$ cat config.mk
export PLATFORM = sky130hd
export DESIGN_NAME = telnet_iac_filter_responder_unit_flat
export DESIGN_NICKNAME = d
export VERILOG_FILES = /design/src/rtl/tifr_pkg.sv /design/src/rtl/tifr_if.sv /design/src/rtl/telnet_iac_filter_responder_unit.sv /design/src/rtl/tifr_front.sv /design/src/rtl/tifr_queue.sv /design/src/rtl/tifr_back.sv /design/src/flat_wrapper.sv
export SDC_FILE = /design/constraint.sdc
export NUM_CORES = 1
export LEC_CHECK = 0
export BUFFER_PORTS_ARGS = -buffer_cell sky130_fd_sc_hd__buf_2
export CAP_MARGIN = 40
export CELL_PAD_IN_SITES_DETAIL_PLACEMENT = 1
export CELL_PAD_IN_SITES_GLOBAL_PLACEMENT = 2
export CORE_ASPECT_RATIO = 2
export CORE_MARGIN = 4
export CORE_UTILIZATION = 40
export CTS_CLUSTER_SIZE = 10
export DETAILED_ROUTE_END_ITERATION = 7
export GPL_ROUTABILITY_DRIVEN = 0
export PLACE_DENSITY_LB_ADDON = 0.1
export SYNTH_ARGS = -nofsm -noshare
export SYNTH_HDL_FRONTEND = slang
export SYNTH_SLANG_ARGS = --single-unit
$ cat constraint.sdc
create_clock -name i_clk -period 6.4 [get_ports i_clk]
set_input_delay 0 -clock i_clk [delete_from_list [all_inputs] [get_ports i_clk]]
set_output_delay 0 -clock i_clk [all_outputs]
set_load 0.02 [all_outputs]
$ cat src/rtl/tifr_pkg.sv
package tifr_pkg;

    localparam logic [7:0] IAC_BYTE = 8'hFF;
    localparam logic [7:0] CMD_WILL = 8'hFB;
    localparam logic [7:0] CMD_DO   = 8'hFD;
    localparam logic [7:0] CMD_WONT = 8'hFC;
    localparam logic [7:0] CMD_DONT = 8'hFE;
    localparam logic [7:0] OPT_SGA  = 8'h03;
    localparam logic [7:0] OPT_ECHO = 8'h01;
    localparam logic [7:0] NUL_BYTE = 8'h00;

    localparam logic ACT_BYTE  = 1'b0;
    localparam logic ACT_RESET = 1'b1;

    localparam logic DEST_HOST = 1'b0;
    localparam logic DEST_PEER = 1'b1;

    // one queued job: a host byte, or a three-byte reply to the peer
    typedef struct packed {
        logic       is_reply;
        logic [7:0] data_byte;
        logic [7:0] reply_cmd;
    } t_entry;

endpackage

$ cat src/rtl/tifr_if.sv
interface tifr_in_if;
    logic       valid;
    logic       ready;
    logic       action;
    logic [7:0] rx_byte;

    modport source (output valid, output action, output rx_byte, input ready);
    modport sink   (input valid, input action, input rx_byte, output ready);
endinterface

interface tifr_out_if;
    logic       valid;
    logic       ready;
    logic       dest;
    logic [7:0] out_byte;
    logic       last;

    modport source (output valid, output dest, output out_byte, output last, input ready);
    modport sink   (input valid, input dest, input out_byte, input last, output ready);
endinterface

$ cat src/rtl/telnet_iac_filter_responder_unit.sv
// channel  | dir | handshake     | payload
// i_in     | in  | valid / ready | action, rx_byte
// o_out    | out | valid / ready | dest, out_byte, last
//
// one request per cycle is taken while the queue has room; items that give no
// result never enter the queue. results leave from an output register loaded
// from the queue head; a peer reply is three bytes: iac, command, option.
// the queue (P_QUEUE_DEPTH entries) lets input run on while output stalls.
// reset is synchronous, active low; it empties the queue and clears the phase.
module telnet_iac_filter_responder_unit #(
    parameter int P_QUEUE_DEPTH = 4
) (
    input  logic        i_clk,
    input  logic        i_rst_n,
    tifr_in_if.sink     i_in,
    tifr_out_if.source  o_out
);

    tifr_pkg::t_entry w_push_entry;
    tifr_pkg::t_entry w_head_entry;
    logic             w_push;
    logic             w_full;
    logic             w_pop;
    logic             w_not_empty;

    tifr_front u_front (
        .i_clk   (i_clk),
        .i_rst_n (i_rst_n),
        .i_in    (i_in),
        .i_full  (w_full),
        .o_push  (w_push),
        .o_entry (w_push_entry)
    );

    tifr_queue #(
        .DEPTH (P_QUEUE_DEPTH)
    ) u_queue (
        .i_clk       (i_clk),
        .i_rst_n     (i_rst_n),
        .i_push      (w_push),
        .i_wdata     (w_push_entry),
        .o_full      (w_full),
        .i_pop       (w_pop),
        .o_not_empty (w_not_empty),
        .o_rdata     (w_head_entry)
    );

    tifr_back u_back (
        .i_clk       (i_clk),
        .i_rst_n     (i_rst_n),
        .i_not_empty (w_not_empty),
        .i_entry     (w_head_entry),
        .o_pop       (w_pop),
        .o_out       (o_out)
    );

endmodule

$ cat src/rtl/tifr_front.sv
module tifr_front (
    input  logic             i_clk,
    input  logic             i_rst_n,
    tifr_in_if.sink          i_in,
    input  logic             i_full,
    output logic             o_push,
    output tifr_pkg::t_entry o_entry
);

    typedef enum logic [1:0] {
        PH_NORMAL,
        PH_AFTER_IAC,
        PH_OPTION
    } t_phase;

    t_phase     r_phase,   n_phase;
    logic [7:0] r_saved,   n_saved;
    logic       r_prev_nul, n_prev_nul;
    logic       w_accept;
    logic [7:0] w_b;

    assign i_in.ready = !i_full;
    assign w_accept   = i_in.valid && i_in.ready;
    assign w_b        = i_in.rx_byte;

    always_comb begin
        n_phase            = r_phase;
        n_saved            = r_saved;
        n_prev_nul         = r_prev_nul;
        o_push             = 1'b0;
        o_entry.is_reply   = 1'b0;
        o_entry.data_byte  = w_b;
        o_entry.reply_cmd  = tifr_pkg::CMD_WILL;
        if (w_accept) begin
            if (i_in.action == tifr_pkg::ACT_RESET) begin
                n_phase = PH_NORMAL;
            end else begin
                case (r_phase)
                    PH_AFTER_IAC: begin
                        if (w_b == tifr_pkg::IAC_BYTE) begin
                            n_phase = PH_NORMAL;
                            o_push  = 1'b1;
                        end else begin
                            n_saved = w_b;
                            n_phase = PH_OPTION;
                        end
                    end
                    PH_OPTION: begin
                        o_entry.is_reply = 1'b1;
                        case (r_saved)
                            tifr_pkg::CMD_WILL: begin
                                o_push            = (w_b == tifr_pkg::OPT_SGA);
                                o_entry.reply_cmd = tifr_pkg::CMD_DO;
                            end
                            tifr_pkg::CMD_DO: begin
                                o_push = w_b inside {tifr_pkg::OPT_SGA, tifr_pkg::OPT_ECHO};
                                o_entry.reply_cmd = tifr_pkg::CMD_WILL;
                            end
                            tifr_pkg::CMD_WONT: begin
                                o_push            = 1'b1;
                                o_entry.reply_cmd = tifr_pkg::CMD_DONT;
                            end
                            tifr_pkg::CMD_DONT: begin
                                o_push            = 1'b1;
                                o_entry.reply_cmd = tifr_pkg::CMD_WILL;
                            end
                            default: begin
                                o_push = 1'b0;
                            end
                        endcase
                        n_saved = '0;
                        n_phase = PH_NORMAL;
                    end
                    default: begin
                        n_phase = PH_NORMAL;
                        if (w_b == tifr_pkg::IAC_BYTE) begin
                            n_phase = PH_AFTER_IAC;
                        end else if (w_b != tifr_pkg::NUL_BYTE || r_prev_nul) begin
                            n_prev_nul = 1'b0;
                            o_push     = 1'b1;
                        end else begin
                            // lone nul is dropped, a second one goes through
                            n_prev_nul = 1'b1;
                        end
                    end
                endcase
            end
        end
    end

    always_ff @(posedge i_clk) begin
        if (!i_rst_n) begin
            r_phase    <= PH_NORMAL;
            r_saved    <= '0;
            r_prev_nul <= 1'b0;
        end else begin
            r_phase    <= n_phase;
            r_saved    <= n_saved;
            r_prev_nul <= n_prev_nul;
        end
    end

endmodule

$ cat src/rtl/tifr_queue.sv
module tifr_queue #(
    parameter int DEPTH = 4
) (
    input  logic             i_clk,
    input  logic             i_rst_n,
    input  logic             i_push,
    input  tifr_pkg::t_entry i_wdata,
    output logic             o_full,
    input  logic             i_pop,
    output logic             o_not_empty,
    output tifr_pkg::t_entry o_rdata
);

    localparam int AW = $clog2(DEPTH);
    localparam int CW = $clog2(DEPTH + 1);

    tifr_pkg::t_entry r_mem [DEPTH];
    logic [AW-1:0]    r_wr_ptr, n_wr_ptr;
    logic [AW-1:0]    r_rd_ptr, n_rd_ptr;
    logic [CW-1:0]    r_count,  n_count;
    logic             w_push, w_pop;

    assign o_full      = (r_count == CW'(DEPTH));
    assign o_not_empty = (r_count != '0);
    assign o_rdata     = r_mem[r_rd_ptr];
    assign w_push      = i_push && !o_full;
    assign w_pop       = i_pop && o_not_empty;

    always_comb begin
        n_wr_ptr = r_wr_ptr;
        n_rd_ptr = r_rd_ptr;
        n_count  = r_count;
        if (w_push) begin
            n_wr_ptr = (r_wr_ptr == AW'(DEPTH - 1)) ? '0 : r_wr_ptr + 1'b1;
        end
        if (w_pop) begin
            n_rd_ptr = (r_rd_ptr == AW'(DEPTH - 1)) ? '0 : r_rd_ptr + 1'b1;
        end
        if (w_push && !w_pop) begin
            n_count = r_count + 1'b1;
        end else if (w_pop && !w_push) begin
            n_count = r_count - 1'b1;
        end
    end

    always_ff @(posedge i_clk) begin
        if (!i_rst_n) begin
            r_wr_ptr <= '0;
            r_rd_ptr <= '0;
            r_count  <= '0;
        end else begin
            r_wr_ptr <= n_wr_ptr;
            r_rd_ptr <= n_rd_ptr;
            r_count  <= n_count;
        end
    end

    always_ff @(posedge i_clk) begin
        if (w_push) begin
            r_mem[r_wr_ptr] <= i_wdata;
        end
    end

endmodule

$ cat src/rtl/tifr_back.sv
module tifr_back (
    input  logic             i_clk,
    input  logic             i_rst_n,
    input  logic             i_not_empty,
    input  tifr_pkg::t_entry i_entry,
    output logic             o_pop,
    tifr_out_if.source       o_out
);

    typedef enum logic [1:0] {
        BEAT_IAC,
        BEAT_CMD,
        BEAT_OPT
    } t_beat;

    t_beat      r_beat, n_beat;
    logic       r_valid, n_valid;
    logic       r_dest,  n_dest;
    logic [7:0] r_byte,  n_byte;
    logic       r_last,  n_last;
    logic       w_load;
    logic       w_final;

    assign w_load = !r_valid || o_out.ready;

    always_comb begin
        n_beat  = r_beat;
        n_valid = r_valid;
        n_dest  = r_dest;
        n_byte  = r_byte;
        n_last  = r_last;
        w_final = 1'b0;
        if (w_load) begin
            n_valid = i_not_empty;
            if (!i_entry.is_reply) begin
                n_dest  = tifr_pkg::DEST_HOST;
                n_byte  = i_entry.data_byte;
                n_last  = 1'b1;
                w_final = 1'b1;
            end else begin
                n_dest = tifr_pkg::DEST_PEER;
                case (r_beat)
                    BEAT_IAC: begin
                        n_byte = tifr_pkg::IAC_BYTE;
                        n_last = 1'b0;
                        n_beat = i_not_empty ? BEAT_CMD : BEAT_IAC;
                    end
                    BEAT_CMD: begin
                        n_byte = i_entry.reply_cmd;
                        n_last = 1'b0;
                        n_beat = BEAT_OPT;
                    end
                    default: begin
                        n_byte  = i_entry.data_byte;
                        n_last  = 1'b1;
                        w_final = 1'b1;
                        n_beat  = BEAT_IAC;
                    end
                endcase
            end
        end
    end

    assign o_pop = w_load && i_not_empty && w_final;

    always_ff @(posedge i_clk) begin
        if (!i_rst_n) begin
            r_beat  <= BEAT_IAC;
            r_valid <= 1'b0;
        end else begin
            r_beat  <= n_beat;
            r_valid <= n_valid;
        end
        r_dest <= n_dest;
        r_byte <= n_byte;
        r_last <= n_last;
    end

    assign o_out.valid    = r_valid;
    assign o_out.dest     = r_dest;
    assign o_out.out_byte = r_byte;
    assign o_out.last     = r_last;

endmodule

$ cat src/flat_wrapper.sv
// flat-port wrapper written by rule: the top's interface ports become plain ports
module telnet_iac_filter_responder_unit_flat 
#(
    parameter int P_QUEUE_DEPTH = 4
)
  (i_clk, i_rst_n, i_in_valid, i_in_action, i_in_rx_byte, i_in_ready, o_out_valid, o_out_dest, o_out_out_byte, o_out_last, o_out_ready);
  tifr_in_if i_in_i ();
  tifr_out_if o_out_i ();
  input  logic i_clk;
  input  logic i_rst_n;
  input wire logic [$bits(i_in_i.valid)-1:0] i_in_valid;
  input wire logic [$bits(i_in_i.action)-1:0] i_in_action;
  input wire logic [$bits(i_in_i.rx_byte)-1:0] i_in_rx_byte;
  output wire logic [$bits(i_in_i.ready)-1:0] i_in_ready;
  output wire logic [$bits(o_out_i.valid)-1:0] o_out_valid;
  output wire logic [$bits(o_out_i.dest)-1:0] o_out_dest;
  output wire logic [$bits(o_out_i.out_byte)-1:0] o_out_out_byte;
  output wire logic [$bits(o_out_i.last)-1:0] o_out_last;
  input wire logic [$bits(o_out_i.ready)-1:0] o_out_ready;
  assign i_in_i.valid = i_in_valid;
  assign i_in_i.action = i_in_action;
  assign i_in_i.rx_byte = i_in_rx_byte;
  assign i_in_ready = i_in_i.ready;
  assign o_out_valid = o_out_i.valid;
  assign o_out_dest = o_out_i.dest;
  assign o_out_out_byte = o_out_i.out_byte;
  assign o_out_last = o_out_i.last;
  assign o_out_i.ready = o_out_ready;
  telnet_iac_filter_responder_unit #(.P_QUEUE_DEPTH(P_QUEUE_DEPTH)) u_core (.i_clk(i_clk), .i_rst_n(i_rst_n), .i_in(i_in_i), .o_out(o_out_i));
endmodule
==> impl_metrics.json <==
{
  "vias": 2027,
  "cp-end-kind": "register",
  "area_delta_synth_final_pct": 17.5,
  "ys.flop_type": "edfxtp_1",
  "grt_overflow": 0,
  "yosys_warnings": 0,
  "min_period_over_period": 0.482,
  "core_area_um2": 8290,
  "die_h_um": 138,
  "finalCriticalPeriod_ps": 3080,
  "clk_path_buf_depth": 2,
  "crit_required_ps": 6660,
  "start_kind": "primary input",
  "ys_ff_latch": 81,
  "yosysSeqAreaShare": 0.650,
  "status": "finished clean",
  "grt_use_total": 0.153,
  "multi_input_area_um2": 1100,
  "path_class": "in2reg",
  "cts_inserted_buffers": 9,
  "crit_chain": "dlygate4sd3_1, buf_2, nor4_1, a22oi_1, a2111oi_1, nor3_2, inv_1, ha_1, inv_1, fa_1, xor2_1, or3_1, a21boi_0",
  "hp-class": "in2reg",
  "ir_worst_vdd_mv": 0.145,
  "tightest_slew_ps": 875,
  "synth_area_um2": 3390,
  "fmax_ghz": 0.324,
  "fp.dieW_um": 73.1,
  "grt_max_degree": 24,
  "antennaDiodeCount": 0,
  "dp.final_hpwl_um": 5090,
  "cts_tree": "built",
  "rows": 47,
  "fill_cells": 841,
  "drtIter0Drc": 81,
  "seq_area_um2": 2200,
  "clockRootBuffer": "clkbuf_16",
  "ios": 25,
  "rsz0062_at_grt": "false",
  "avgSynthCellArea_um2": 14.0,
  "synthDistinctLibCells": 42,
  "drive_above_1_share": 0.206,
  "power.leakage_nw": 1.38,
  "fin_tns_setup_ps": 0,
  "htree_levels": 3,
  "routed_wl_um": 6880,
  "io_buffers": 24,
  "final_antenna_net_count": 0,
  "grt_pass1_wl_um": 11400,
  "finalInstanceArea_um2": 3980,
  "slew_viol_final": 0,
  "hold_viol_final": 0,
  "syn_nets": 264,
  "post_cts_resized": 0,
  "crit_fanout": 7,
  "grt_pass1_vias": 2185,
  "synthArstFlopShare": 0,
  "path_delay_family": "simple AND/OR/NAND/NOR gates",
  "clock_sinks": 81,
  "clk_pin_slew_ps": 60,
  "dieArea_um2": 10100,
  "synth_edf_count": 58,
  "max_cap_violations": 0,
  "initial_utilization": 0.408,
  "crit_buf_inv": 4,
  "drc": 0,
  "cp_common_cell": "inv_1",
  "dr.pass1.iters": 4,
  "detailed_place.area_um2": 3620,
  "layout.nets": 304,
  "crit_arrival_ps": 3340,
  "setup_viol": 0,
  "power_density_nw_per_um2": 380,
  "antenna_found_initial": 0,
  "viasPerCell": 5.26,
  "slowest_stage": "dlygate4sd3_1",
  "slowest_delay_ps": 520,
  "skew_ps": 7.63,
  "relSlewSlack": 0.415,
  "wl_per_cell_um": 17.9,
  "clk_latency_ps": 330,
  "synth_cells": 242
}
==> state kept, by name (all words and copies together) (netlist names), 2 cells and up, named ones only <==
register                      flops
u_core.u_front.r_saved            8
u_core.u_back.r_beat              2
u_core.u_queue.r_rd_ptr           2
u_core.u_back.o_out.out_byte      8
u_core.u_queue.r_count            3
u_core.u_front.r_phase            2
u_core.u_queue.r_wr_ptr           2
u_core.u_queue.r_mem             48
==> layout make-up <==
class	count	area share
Clock inverter	2	0.00283
Tap cell	98	0.0308
Timing Repair Buffer	36	0.0579
Sequential cell	81	0.553
Clock buffer	14	0.0664
Inverter	12	0.0113
Multi-Input combinational cell	142	0.277
==> repair_timing <==
item	4_1_cts	5_1_grt
endpoints found under the hold margin	34	0
endpoints found under the setup margin	0	0
setup buffers	0	0
hold buffers	8	0
==> tightest hold or removal path, delay by kind of cell <==
kind	cells	cell delay, ps
compound gates	1	80
buf+inv	1	110
simple gates	2	200
==> routing by layer <==
metal / global-route usage / wire length [µm]
met2: 0.283 / 4120
met4: 0.0642 / 106
met1: 0.153 / 2460
met3: 0.0378 / 190
met5: 0 / 0
==> through the flow <==
stage | util | setup WS (ps) | instances | total power, mW | hold slack (ps)
global route | 0.480 | 3070 | 385 | 1.60 | 96.9
finish | 0.480 | 3320 | 385 | 1.51 | 99.8
floorplan | - | 3700 | 242 | 0.960 | 98.9
detailed placement | 0.437 | 3240 | 361 | 1.06 | 273
CTS | 0.480 | 3230 | 385 | 1.54 | 86.3
global placement | 0.437 | 3320 | 361 | 1.05 | 267
==> cells in the final DEF (no fill, tap or decap), types with 3 or more instances in the layout <==
master / count
o21a_1: 3
clkbuf_16: 9
nor3_1: 4
nand2_1: 22
o21ai_0: 3
edfxtp_1: 58
nor2b_1: 11
nand3_1: 4
nand3b_1: 9
or2_2: 5
mux4_2: 9
a21oi_1: 6
inv_1: 12
buf_4: 4
clkbuf_1: 3
o22ai_1: 3
buf_2: 24
dlygate4sd3_1: 8
nand4_1: 3
mux2i_1: 5
nor2_1: 10
ha_1: 8
dfxtp_1: 23
o2111ai_1: 3
a21boi_0: 12
==> worst paths after layout <==
path	from	endpoint	slack (ps)	depth (start not counted)
hold / removal	i_in_valid	u_core.u_front.r_phase[1]$_SDFFE_PN0P_	100	4
setup / recovery	i_in_rx_byte[6]	u_core.u_queue.r_count[2]$_SDFFE_PN0P_	3320	13
hold reg to reg	u_core.u_front.r_saved[4]$_SDFFE_PN0P_	u_core.u_front.r_saved[4]$_SDFFE_PN0P_	460	2
setup reg to reg	register	u_core.u_queue.r_count[2]$_SDFFE_PN0P_	3340	10
==> synthesized netlist by cell type, types with 2 or more instances <==
library cell / n / area (µm²)
o21ai_0: 3 / 15.0
nor4_1: 2 / 12.5
nor2b_1: 11 / 68.8
inv_1: 12 / 45.0
edfxtp_1: 58 / 1740
a21oi_1: 6 / 30.0
or2_2: 5 / 31.3
nand2_1: 22 / 82.6
nand3b_1: 9 / 67.6
a22oi_1: 2 / 15.0
ha_1: 8 / 100
nand3_1: 4 / 20.0
o2111ai_1: 3 / 26.3
a21boi_0: 12 / 90.1
clkbuf_1: 5 / 18.8
o21a_1: 3 / 22.5
mux2i_1: 5 / 50.1
and3b_1: 2 / 17.5
nor3_1: 4 / 20.0
dfxtp_1: 23 / 460
o22ai_1: 3 / 18.8
nand4_1: 3 / 18.8
nor2_1: 10 / 37.5
mux4_2: 9 / 203
==> power breakdown <==
part	internal (mW)	switching (mW)	total [mW]
Combinational	0.156	0.184	0.339
Sequential	0.641	0.0618	0.703
Clock	0.284	0.187	0.470
==> logic make-up after synthesis <==
| logic type | synth area share |
|---|---|
| AO/OA/AOI/OAI | 0.0695 |
| XOR/XNOR | 0.00517 |
| adder cells (fa/ha/maj) | 0.0355 |
| buffers and inverters | 0.0236 |
| flip-flops | 0.650 |
| multiplexers | 0.0746 |
| AND/OR/NAND/NOR | 0.141 |
Power figures use the tool's default switching activity.
